==> src/design/pcg_pkg.sv <==
// ----------------------------------------------------------------------------
// pcg_pkg: shared constants and types for the ping-pong color gradient
// Widths, register codes, status codes and the queue/divider payload types.
// ----------------------------------------------------------------------------
package pcg_pkg;

	localparam int STEP_BITS     = 16;
	localparam int IDX_BITS      = STEP_BITS + 1;
	localparam int CH_BITS       = 8;
	localparam int N_CH          = 3;
	localparam int PROD_BITS     = CH_BITS + STEP_BITS;
	localparam int CFG_IDX_BITS  = 3;
	localparam int CFG_DATA_BITS = (STEP_BITS > CH_BITS) ? STEP_BITS : CH_BITS;
	localparam int QUEUE_DEPTH   = 4;
	localparam int QPTR_BITS     = $clog2(QUEUE_DEPTH);

	typedef enum logic [CFG_IDX_BITS-1:0] {
		REG_START_RED,
		REG_START_GREEN,
		REG_START_BLUE,
		REG_END_RED,
		REG_END_GREEN,
		REG_END_BLUE,
		REG_STEP_TOTAL
	} cfg_reg_t;

	typedef enum logic [1:0] {
		ST_OK,
		ST_ZERO_TOTAL,
		ST_OUT_OF_RANGE
	} status_t;

	// channel 0 red, 1 green, 2 blue
	typedef logic [N_CH-1:0][CH_BITS-1:0] rgb_t;

	typedef struct packed {
		rgb_t                 start_color;
		rgb_t                 end_color;
		logic [STEP_BITS-1:0] total;
	} cfg_t;

	// one color channel on its way through the divider
	typedef struct packed {
		logic                 down;
		logic [PROD_BITS-1:0] rem;
		logic [CH_BITS-1:0]   quot;
	} lane_t;

	typedef struct packed {
		status_t               status;
		lane_t [N_CH-1:0]      lane;
	} job_t;

endpackage

==> src/design/pcg_step_if.sv <==
// ----------------------------------------------------------------------------
// pcg_step_if: step number channel
// Valid/ready channel carrying one gradient step index per transaction.
// ----------------------------------------------------------------------------
interface pcg_step_if;
	import pcg_pkg::*;

	logic                valid;
	logic                ready;
	logic [IDX_BITS-1:0] step_index;

	modport source (output valid, output step_index, input ready);
	modport sink (input valid, input step_index, output ready);

endinterface

==> src/design/pcg_color_if.sv <==
// ----------------------------------------------------------------------------
// pcg_color_if: color result channel
// Valid/ready channel carrying one RGB color and a status code per transaction.
// ----------------------------------------------------------------------------
interface pcg_color_if;
	import pcg_pkg::*;

	logic               valid;
	logic               ready;
	logic [CH_BITS-1:0] red;
	logic [CH_BITS-1:0] green;
	logic [CH_BITS-1:0] blue;
	logic [1:0]         status;

	modport source (output valid, output red, output green, output blue, output status,
		input ready);
	modport sink (input valid, input red, input green, input blue, input status,
		output ready);

endinterface

==> src/design/pcg_cfg.sv <==
// ----------------------------------------------------------------------------
// pcg_cfg: configuration registers
// Start color, end color and step total, written through a plain write port.
// ----------------------------------------------------------------------------
module pcg_cfg (
	input  logic                            clk,
	input  logic                            arst_n,
	input  logic                            cfg_we,
	input  logic [pcg_pkg::CFG_IDX_BITS-1:0]  cfg_index,
	input  logic [pcg_pkg::CFG_DATA_BITS-1:0] cfg_data,
	output pcg_pkg::cfg_t                   cfg
);
	import pcg_pkg::*;

	cfg_t cfg_q;

	always_ff @(posedge clk or negedge arst_n) begin
		if (!arst_n) begin
			cfg_q.start_color <= '0;
			cfg_q.end_color   <= '1;
			cfg_q.total       <= STEP_BITS'(1);
		end else if (cfg_we) begin
			case (cfg_reg_t'(cfg_index))
				REG_START_RED:   cfg_q.start_color[0] <= cfg_data[CH_BITS-1:0];
				REG_START_GREEN: cfg_q.start_color[1] <= cfg_data[CH_BITS-1:0];
				REG_START_BLUE:  cfg_q.start_color[2] <= cfg_data[CH_BITS-1:0];
				REG_END_RED:     cfg_q.end_color[0]   <= cfg_data[CH_BITS-1:0];
				REG_END_GREEN:   cfg_q.end_color[1]   <= cfg_data[CH_BITS-1:0];
				REG_END_BLUE:    cfg_q.end_color[2]   <= cfg_data[CH_BITS-1:0];
				REG_STEP_TOTAL:  cfg_q.total          <= cfg_data[STEP_BITS-1:0];
				default: begin
					// unknown index: drop the write
				end
			endcase
		end
	end

	assign cfg = cfg_q;

endmodule

==> src/design/pcg_front.sv <==
// ----------------------------------------------------------------------------
// pcg_front: step classification and scaling
// Folds the step, flags zero total and out-of-range steps, and forms the
// per-channel products that the divider back end works on.
// ----------------------------------------------------------------------------
module pcg_front (
	input  logic          clk,
	input  logic          arst_n,
	pcg_step_if.sink      step,
	input  pcg_pkg::cfg_t cfg,
	output logic          push_valid,
	input  logic          push_ready,
	output pcg_pkg::job_t push_data
);
	import pcg_pkg::*;

	typedef struct packed {
		status_t              status;
		logic [STEP_BITS-1:0] pos;
		logic [N_CH-1:0]      down;
		rgb_t                 mag;
	} fold_t;

	fold_t               fold_d;
	fold_t               fold_s1;
	logic                vld_s1;
	logic [IDX_BITS-1:0] twice;
	logic [IDX_BITS-1:0] back_off;
	logic                above;
	logic                beyond;

	always_comb begin
		twice    = {cfg.total, 1'b0};
		back_off = twice - step.step_index;
		above    = step.step_index > {1'b0, cfg.total};
		beyond   = step.step_index > twice;

		if (cfg.total == '0) begin
			fold_d.status = ST_ZERO_TOTAL;
		end else if (beyond) begin
			fold_d.status = ST_OUT_OF_RANGE;
		end else begin
			fold_d.status = ST_OK;
		end
		fold_d.pos = above ? back_off[STEP_BITS-1:0] : step.step_index[STEP_BITS-1:0];

		for (int c = 0; c < N_CH; c++) begin
			fold_d.down[c] = cfg.end_color[c] < cfg.start_color[c];
			fold_d.mag[c]  = fold_d.down[c] ? (cfg.start_color[c] - cfg.end_color[c])
			                                : (cfg.end_color[c] - cfg.start_color[c]);
		end
	end

	assign step.ready = !vld_s1 || push_ready;

	always_ff @(posedge clk or negedge arst_n) begin
		if (!arst_n) begin
			vld_s1 <= 1'b0;
		end else if (step.ready) begin
			vld_s1 <= step.valid;
		end
	end

	always_ff @(posedge clk) begin
		if (step.ready && step.valid) begin
			fold_s1 <= fold_d;
		end
	end

	assign push_valid = vld_s1;

	always_comb begin
		push_data.status = fold_s1.status;
		for (int c = 0; c < N_CH; c++) begin
			push_data.lane[c].down = fold_s1.down[c];
			push_data.lane[c].rem  = PROD_BITS'(fold_s1.mag[c]) * PROD_BITS'(fold_s1.pos);
			push_data.lane[c].quot = '0;
		end
	end

endmodule

==> src/design/pcg_queue.sv <==
// ----------------------------------------------------------------------------
// pcg_queue: job queue between front and back
// Small register FIFO; lets the front keep accepting while the back stalls.
// ----------------------------------------------------------------------------
module pcg_queue (
	input  logic          clk,
	input  logic          arst_n,
	input  logic          push_valid,
	output logic          push_ready,
	input  pcg_pkg::job_t push_data,
	output logic          pop_valid,
	input  logic          pop_ready,
	output pcg_pkg::job_t pop_data
);
	import pcg_pkg::*;

	job_t                 entry_q [QUEUE_DEPTH];
	logic [QPTR_BITS-1:0] wr_ptr_q;
	logic [QPTR_BITS-1:0] rd_ptr_q;
	logic [QPTR_BITS:0]   fill_q;
	logic                 do_push;
	logic                 do_pop;

	assign push_ready = fill_q != (QPTR_BITS+1)'(QUEUE_DEPTH);
	assign pop_valid  = fill_q != '0;
	assign pop_data   = entry_q[rd_ptr_q];
	assign do_push    = push_valid && push_ready;
	assign do_pop     = pop_valid && pop_ready;

	always_ff @(posedge clk or negedge arst_n) begin
		if (!arst_n) begin
			wr_ptr_q <= '0;
			rd_ptr_q <= '0;
			fill_q   <= '0;
		end else begin
			if (do_push) begin
				wr_ptr_q <= wr_ptr_q + QPTR_BITS'(1);
			end
			if (do_pop) begin
				rd_ptr_q <= rd_ptr_q + QPTR_BITS'(1);
			end
			if (do_push && !do_pop) begin
				fill_q <= fill_q + (QPTR_BITS+1)'(1);
			end else if (do_pop && !do_push) begin
				fill_q <= fill_q - (QPTR_BITS+1)'(1);
			end
		end
	end

	always_ff @(posedge clk) begin
		if (do_push) begin
			entry_q[wr_ptr_q] <= push_data;
		end
	end

endmodule

==> src/design/pcg_back.sv <==
// ----------------------------------------------------------------------------
// pcg_back: pipelined divider and color output
// Restoring division by the step total, one quotient bit per stage, then
// floor/ceiling adjust, offset from the start color and the output register.
// ----------------------------------------------------------------------------
module pcg_back (
	input  logic          clk,
	input  logic          arst_n,
	input  logic          pop_valid,
	output logic          pop_ready,
	input  pcg_pkg::job_t pop_data,
	input  pcg_pkg::cfg_t cfg,
	pcg_color_if.source   color
);
	import pcg_pkg::*;

	localparam int NDIV = CH_BITS;

	logic [NDIV-1:0] vld_s;
	job_t            dat_s [NDIV];
	logic [NDIV-1:0] stg_in_vld;
	job_t            stg_in [NDIV];
	job_t            stg_nxt [NDIV];
	logic [NDIV:0]   stg_rdy;
	rgb_t            rgb_d;
	rgb_t            rgb_q;
	status_t         status_q;
	logic            out_vld_q;
	job_t            last;

	// one quotient bit: compare against the divisor shifted into place
	function automatic job_t div_step(job_t j, logic [STEP_BITS-1:0] d, int unsigned sh);
		job_t                 r;
		logic [PROD_BITS-1:0] trial;
		logic                 fits;
		r     = j;
		trial = PROD_BITS'(d) << sh;
		for (int c = 0; c < N_CH; c++) begin
			fits = j.lane[c].rem >= trial;
			if (fits) begin
				r.lane[c].rem = j.lane[c].rem - trial;
			end
			r.lane[c].quot = {j.lane[c].quot[CH_BITS-2:0], fits};
		end
		return r;
	endfunction

	always_comb begin
		stg_in_vld[0] = pop_valid;
		stg_in[0]     = pop_data;
		for (int k = 1; k < NDIV; k++) begin
			stg_in_vld[k] = vld_s[k-1];
			stg_in[k]     = dat_s[k-1];
		end
		for (int k = 0; k < NDIV; k++) begin
			stg_nxt[k] = div_step(stg_in[k], cfg.total, (NDIV - 1 - k));
		end
		// a stage advances when it is empty or its successor advances
		stg_rdy[NDIV] = !out_vld_q || color.ready;
		for (int k = NDIV - 1; k >= 0; k--) begin
			stg_rdy[k] = !vld_s[k] || stg_rdy[k+1];
		end
	end

	assign pop_ready = stg_rdy[0];

	always_ff @(posedge clk or negedge arst_n) begin
		if (!arst_n) begin
			vld_s <= '0;
		end else begin
			for (int k = 0; k < NDIV; k++) begin
				if (stg_rdy[k]) begin
					vld_s[k] <= stg_in_vld[k];
				end
			end
		end
	end

	always_ff @(posedge clk) begin
		for (int k = 0; k < NDIV; k++) begin
			if (stg_rdy[k] && stg_in_vld[k]) begin
				dat_s[k] <= stg_nxt[k];
			end
		end
	end

	// falling channels take the ceiling so they never pass the end color
	always_comb begin
		last = dat_s[NDIV-1];
		for (int c = 0; c < N_CH; c++) begin
			if (last.status != ST_OK) begin
				rgb_d[c] = cfg.start_color[c];
			end else if (last.lane[c].down) begin
				rgb_d[c] = cfg.start_color[c] - last.lane[c].quot
				           - CH_BITS'(last.lane[c].rem != '0);
			end else begin
				rgb_d[c] = cfg.start_color[c] + last.lane[c].quot;
			end
		end
	end

	always_ff @(posedge clk or negedge arst_n) begin
		if (!arst_n) begin
			out_vld_q <= 1'b0;
		end else if (stg_rdy[NDIV]) begin
			out_vld_q <= vld_s[NDIV-1];
		end
	end

	always_ff @(posedge clk) begin
		if (stg_rdy[NDIV] && vld_s[NDIV-1]) begin
			rgb_q    <= rgb_d;
			status_q <= last.status;
		end
	end

	assign color.valid  = out_vld_q;
	assign color.red    = rgb_q[0];
	assign color.green  = rgb_q[1];
	assign color.blue   = rgb_q[2];
	assign color.status = status_q;

endmodule

==> src/design/pingpong_color_gradient.sv <==
// ----------------------------------------------------------------------------
// pingpong_color_gradient: ping-pong linear color gradient
// Maps a step number to the RGB color at that point of a forth-and-back
// sweep between two configured colors, with exact floor division.
//
//   channel    dir   transaction carries
//   ---------  ----  ---------------------------------------------
//   step       in    step_index
//   color      out   red, green, blue, status
//   cfg_*      in    register write: cfg_we, cfg_index, cfg_data
//
// One step is taken per cycle unless the queue is full; a result passes through
// one classify/scale stage, one queue slot, eight divider stages (one
// quotient bit each) and the output register. Reset loads the default colors
// and a step total of one and empties all stages at once. A stalled color
// output holds the back end; the queue and front stage keep taking steps
// until they fill.
// ----------------------------------------------------------------------------
module pingpong_color_gradient (
	input  logic                              clk,
	input  logic                              arst_n,
	input  logic                              cfg_we,
	input  logic [pcg_pkg::CFG_IDX_BITS-1:0]  cfg_index,
	input  logic [pcg_pkg::CFG_DATA_BITS-1:0] cfg_data,
	pcg_step_if.sink                          step,
	pcg_color_if.source                       color
);
	import pcg_pkg::*;

	cfg_t cfg;
	logic push_valid;
	logic push_ready;
	job_t push_data;
	logic pop_valid;
	logic pop_ready;
	job_t pop_data;

	pcg_cfg u_cfg (
		.clk       (clk),
		.arst_n    (arst_n),
		.cfg_we    (cfg_we),
		.cfg_index (cfg_index),
		.cfg_data  (cfg_data),
		.cfg       (cfg)
	);

	pcg_front u_front (
		.clk        (clk),
		.arst_n     (arst_n),
		.step       (step),
		.cfg        (cfg),
		.push_valid (push_valid),
		.push_ready (push_ready),
		.push_data  (push_data)
	);

	pcg_queue u_queue (
		.clk        (clk),
		.arst_n     (arst_n),
		.push_valid (push_valid),
		.push_ready (push_ready),
		.push_data  (push_data),
		.pop_valid  (pop_valid),
		.pop_ready  (pop_ready),
		.pop_data   (pop_data)
	);

	pcg_back u_back (
		.clk       (clk),
		.arst_n    (arst_n),
		.pop_valid (pop_valid),
		.pop_ready (pop_ready),
		.pop_data  (pop_data),
		.cfg       (cfg),
		.color     (color)
	);

endmodule

==> src/flat_wrapper.sv <==
// flat-port wrapper written by rule: the top's interface ports become plain ports
module pingpong_color_gradient_flat import pcg_pkg::*;
  (clk, arst_n, cfg_we, cfg_index, cfg_data, step_valid, step_step_index, step_ready, color_valid, color_red, color_green, color_blue, color_status, color_ready);
  pcg_step_if step_i ();
  pcg_color_if color_i ();
  input  logic clk;
  input  logic arst_n;
  input  logic cfg_we;
  input  logic [pcg_pkg::CFG_IDX_BITS-1:0] cfg_index;
  input  logic [pcg_pkg::CFG_DATA_BITS-1:0] cfg_data;
  input wire logic [$bits(step_i.valid)-1:0] step_valid;
  input wire logic [$bits(step_i.step_index)-1:0] step_step_index;
  output wire logic [$bits(step_i.ready)-1:0] step_ready;
  output wire logic [$bits(color_i.valid)-1:0] color_valid;
  output wire logic [$bits(color_i.red)-1:0] color_red;
  output wire logic [$bits(color_i.green)-1:0] color_green;
  output wire logic [$bits(color_i.blue)-1:0] color_blue;
  output wire logic [$bits(color_i.status)-1:0] color_status;
  input wire logic [$bits(color_i.ready)-1:0] color_ready;
  assign step_i.valid = step_valid;
  assign step_i.step_index = step_step_index;
  assign step_ready = step_i.ready;
  assign color_valid = color_i.valid;
  assign color_red = color_i.red;
  assign color_green = color_i.green;
  assign color_blue = color_i.blue;
  assign color_status = color_i.status;
  assign color_i.ready = color_ready;
  pingpong_color_gradient u_core (.clk(clk), .arst_n(arst_n), .cfg_we(cfg_we), .cfg_index(cfg_index), .cfg_data(cfg_data), .step(step_i), .color(color_i));
endmodule
==> config.mk <==
export PLATFORM = sky130hd
export DESIGN_NAME = pingpong_color_gradient_flat
export DESIGN_NICKNAME = d
export VERILOG_FILES = /design/src/design/pcg_pkg.sv /design/src/design/pcg_step_if.sv /design/src/design/pcg_color_if.sv /design/src/design/pcg_cfg.sv /design/src/design/pcg_front.sv /design/src/design/pcg_queue.sv /design/src/design/pcg_back.sv /design/src/design/pingpong_color_gradient.sv /design/src/flat_wrapper.sv
export SDC_FILE = /design/constraint.sdc
export NUM_CORES = 2
export LEC_CHECK = 0
export BUFFER_PORTS_ARGS = -buffer_cell sky130_fd_sc_hd__buf_4
export CORE_AREA = 2 2 343 345
export DETAILED_ROUTE_END_ITERATION = 12
export DIE_AREA = 0 0 345 347
export MAX_ROUTING_LAYER = met4
export PLACE_DENSITY = 0.87
export SYNTH_ARGS = -nofsm -noshare
export SYNTH_HDL_FRONTEND = slang
export SYNTH_SLANG_ARGS = --single-unit
==> constraint.sdc <==
create_clock -name clk -period 9.95 [get_ports clk]
set_input_delay 1.4925 -clock clk [delete_from_list [all_inputs] [get_ports clk]]
set_output_delay 1.4925 -clock clk [all_outputs]
set_load 0.02 [all_outputs]
==> metrics.md <==
| Metric | Value |
|---|---|
| Status | complete, no violations |
| Die Ht | 347 um |
| Most frequent cells in the layout | edfxtp_1, ha_1, inv_1 |
| Synthesized area per cell | 11.03 um2 |
| Worst hold path type | reg2reg |
| CTS resizes | 0 |
| Most used DFF post-synth | edfxtp_1 |
| Clock Tree Buf Depth | 3 |
| Synth cell types | 89 |
| WHS | 0.4103 ns |
| Crit-path max FO | 24 |
| Worst setup SP type | register |
| Drt first pass iters | 6 |
| Clk slew on worst S/H paths | 0.06 ns |
| MaxCap Viol Count | 0 |
| Fmax | 172.8 MHz |
| Root buf cell | clkbuf_16 |
| Critical R2R Launch | u_core.u_front.fold_s1[31] |
| Cell family with the largest share of critical-path delay | adder cells |
| Critical path required time | 10.47 ns |
| Post-synth EDFFs | 1,103 |
| Final ANT Viol Nets | 0 |
| CP Buf/Inv Count | 3 |
| Pin count of the biggest net entering global routing | 82 |
| Fin nets | 8,388 |
| Post-CTS Setup Inserts | 0 |
| Least-Margin Pin Slew | 1.271 ns |
| Seq/Total Area, Yosys | 43.51% |
| Top cell type's share of synthesized area | 40.97% |
| Hold_sp | u_core.u_back.dat_s[0][134] |
| Most used cell, CP | fa_1 |
| Synthesis Warnings | 0 |
| Placed Cells | 8,785 |
| Kind of critical path | reg2reg |
| Rows | 125 |
| Fin worst setup slack | 4.163 ns |
| Core ar. | 115,700 um2 |
| First-pass GRT wire length | 313,600 um |
| Final HPWL DP | 139,100 um |
| Drt drc | 0 |
| Fin cells | 9,018 |
| CTS H-tree depth | 3 |
| RePlAce Congestion | 0.9522 |
| Syn nets | 8,333 |
| Slew Viols, Final | 0 |
| Post-synthesis cell count | 7,329 |
| Vias/cell | 6.492 |
| Dpl ws | 4.305 ns |
| Layout cells sized above 1 | 8.375% |
| Critical path's largest stage delay | 0.89 ns |
| Final Hold Fails | 0 |
| Critical path, cell by cell | nand2_1 -> fa_1 -> fa_1 -> inv_1 -> fa_1 -> inv_1 -> fa_1 -> inv_1 -> ha_1 -> nand3_1 -> o211ai_1 -> o41ai_1 -> nand2b_1 -> o211ai_1 -> a41oi_1 -> a21oi_1 -> xor2_1 |
| Starting DRT DRC Count | 5,452 |
| Fill cell count | 7,310 |
| WP data arrival | 6.30 ns |
| Vias | 58,550 |
| CTS Sinks | 1,184 |
| Tcrit/Tclk final | 58.16% |
| Final setup skew | 0.04271 ns |
| FF+latch count, synth | 1,184 |
| Cell taking the most area after synthesis | edfxtp_1 |
| Min Tclk post-route | 5.787 ns |
| Crit end category | register |
| Worst skew pair latency | 0.74 ns |
| Clock tree from TritonCTS | built |
| Post-DR wirelength/cell | 22.10 um |
| Commonest non-fill, non-tap cell in the layout | edfxtp_1 |
| Vias in the first global route | 58,410 |
| Total GRT Usage | 34.11% |
| Die width | 345 um |
| Hold buffer count at cts | 0 |
| Ranking of synthesized cells by area | edfxtp_1, ha_1, fa_1 |
| Port Buffers | 68 |
| Ys async rst share | 6.841% |
| Rel. slew slack | 15.26% |
| Worst Setup SP | u_core.u_front.fold_s1[31] |
| Critical path's slowest cell | edfxtp_1 |
| Setup-failing EPs final | 0 |
| Syn Std Cell Area | 80,850 um2 |
| Inserted Clock Buffers | 121 |
| Die area | 119,700 um2 |
| Area grow syn2layout | 7.876% |
| Initial antenna violation count | 9 |
| Ports | 69 |
| Final setup TNS | 0 ns |
| Starting density of the core | 69.86% |
| Global route total overflow | 0 |
| RSZ-0062 raised after global routing | no |
| WL final | 199,300 um |
Yosys cell counts, drive strengths merged, types with 48 or more instances:
cell type and number:
ha 670, and2 361, a21oi 484, mux4 74
edfxtp 1103, or3 48, nor2b 91, nor2 430
nand4 68, nand2b 101, inv 592, clkbuf 154
a211oi 54, nor4 66, a21o 180, nand2 495
o211ai 48, fa 293, dfrtp 56, o21ai 411
xnor2 291, mux2i 51, nand3 97, mux2 121
nor3 122, xor2 193, o21a 79
per-layer routing:
metal,share of wire [%],vias up,global-route usage (%)
met1,39,28500,42.27
met4,5.4,0,16.46
met3,8.4,628,5.518
met2,47,2694,55.07
met5,0,-,-
li1,-,26730,-
cell families (layout without fill, tap and decap cells):
| logic type | after synthesis | count (layout) | share of synthesized area (%) |
|---|---|---|---|
| AND/OR/NAND/NOR | 2024 | 2024 | 12.70 |
| AO/OA/AOI/OAI | 1643 | 1643 | 12.85 |
| flip-flops | 1184 | 1184 | 43.51 |
| adder cells (fa/ha/maj) | 963 | 963 | 17.62 |
| buffers and inverters | 785 | 943 | 3.696 |
| XOR/XNOR | 484 | 484 | 5.243 |
| multiplexers | 246 | 246 | 4.378 |
| other | 0 | 7 | 0 |
metrics by stage:
step	utilization [%]	cell area (um2)
5_1_grt	75.36	87210
3_5_place_dp	71.75	83040
6_report	75.36	87220
2_1_floorplan	-	80850
3_3_place_gp	71.75	83040
4_1_cts	75.34	87200
final cells by class:
class | count | area (um2) | share of cell area [%]
Antenna cell | 7 | 17.52 | 0.02008
Multi-Input combinational cell | 5360 | 42780 | 49.05
Sequential cell | 1184 | 35190 | 40.35
Clock buffer | 162 | 3432 | 3.935
Timing Repair Buffer | 124 | 930.9 | 1.067
Inverter | 593 | 2226 | 2.552
Tap cell | 1524 | 1907 | 2.186
Clock inverter | 64 | 729.5 | 0.8364
flip-flops by register name (all words and copies together) (netlist names), 2 cells and up:
register                    count
u_core.u_queue.rd_ptr_q         2
u_core.u_queue.wr_ptr_q         2
u_core.u_back.color.green       8
u_core.u_queue.fill_q           3
u_core.u_back.dat_s           724
u_core.u_front.push_data        5
u_core.u_back.color.red         8
u_core.u_back.color.status      2
u_core.u_front.fold_s1         40
u_core.u_cfg.cfg               64
u_core.u_back.color.blue        8
u_core.u_queue.entry_q        308
u_core.u_back.vld_s             8
final timing paths:
kind,endpoint,slack [ns],depth (start not counted)
max,u_core.u_queue.entry_q[0][47],4.16,17
min,u_core.u_back.dat_s[0][236],0.41,0
max reg2reg,u_core.u_queue.entry_q[0][47],4.16,17
min reg2reg,u_core.u_back.dat_s[0][236],0.41,0
max in group asynchronous,u_core.u_cfg.cfg[1],8.18,2
min in group asynchronous,u_core.u_cfg.cfg[12],0.60,1
Power is left out: the tool's default activity adds up to more than one toggle a clock period on the data nets, which glitch-free logic cannot reach.
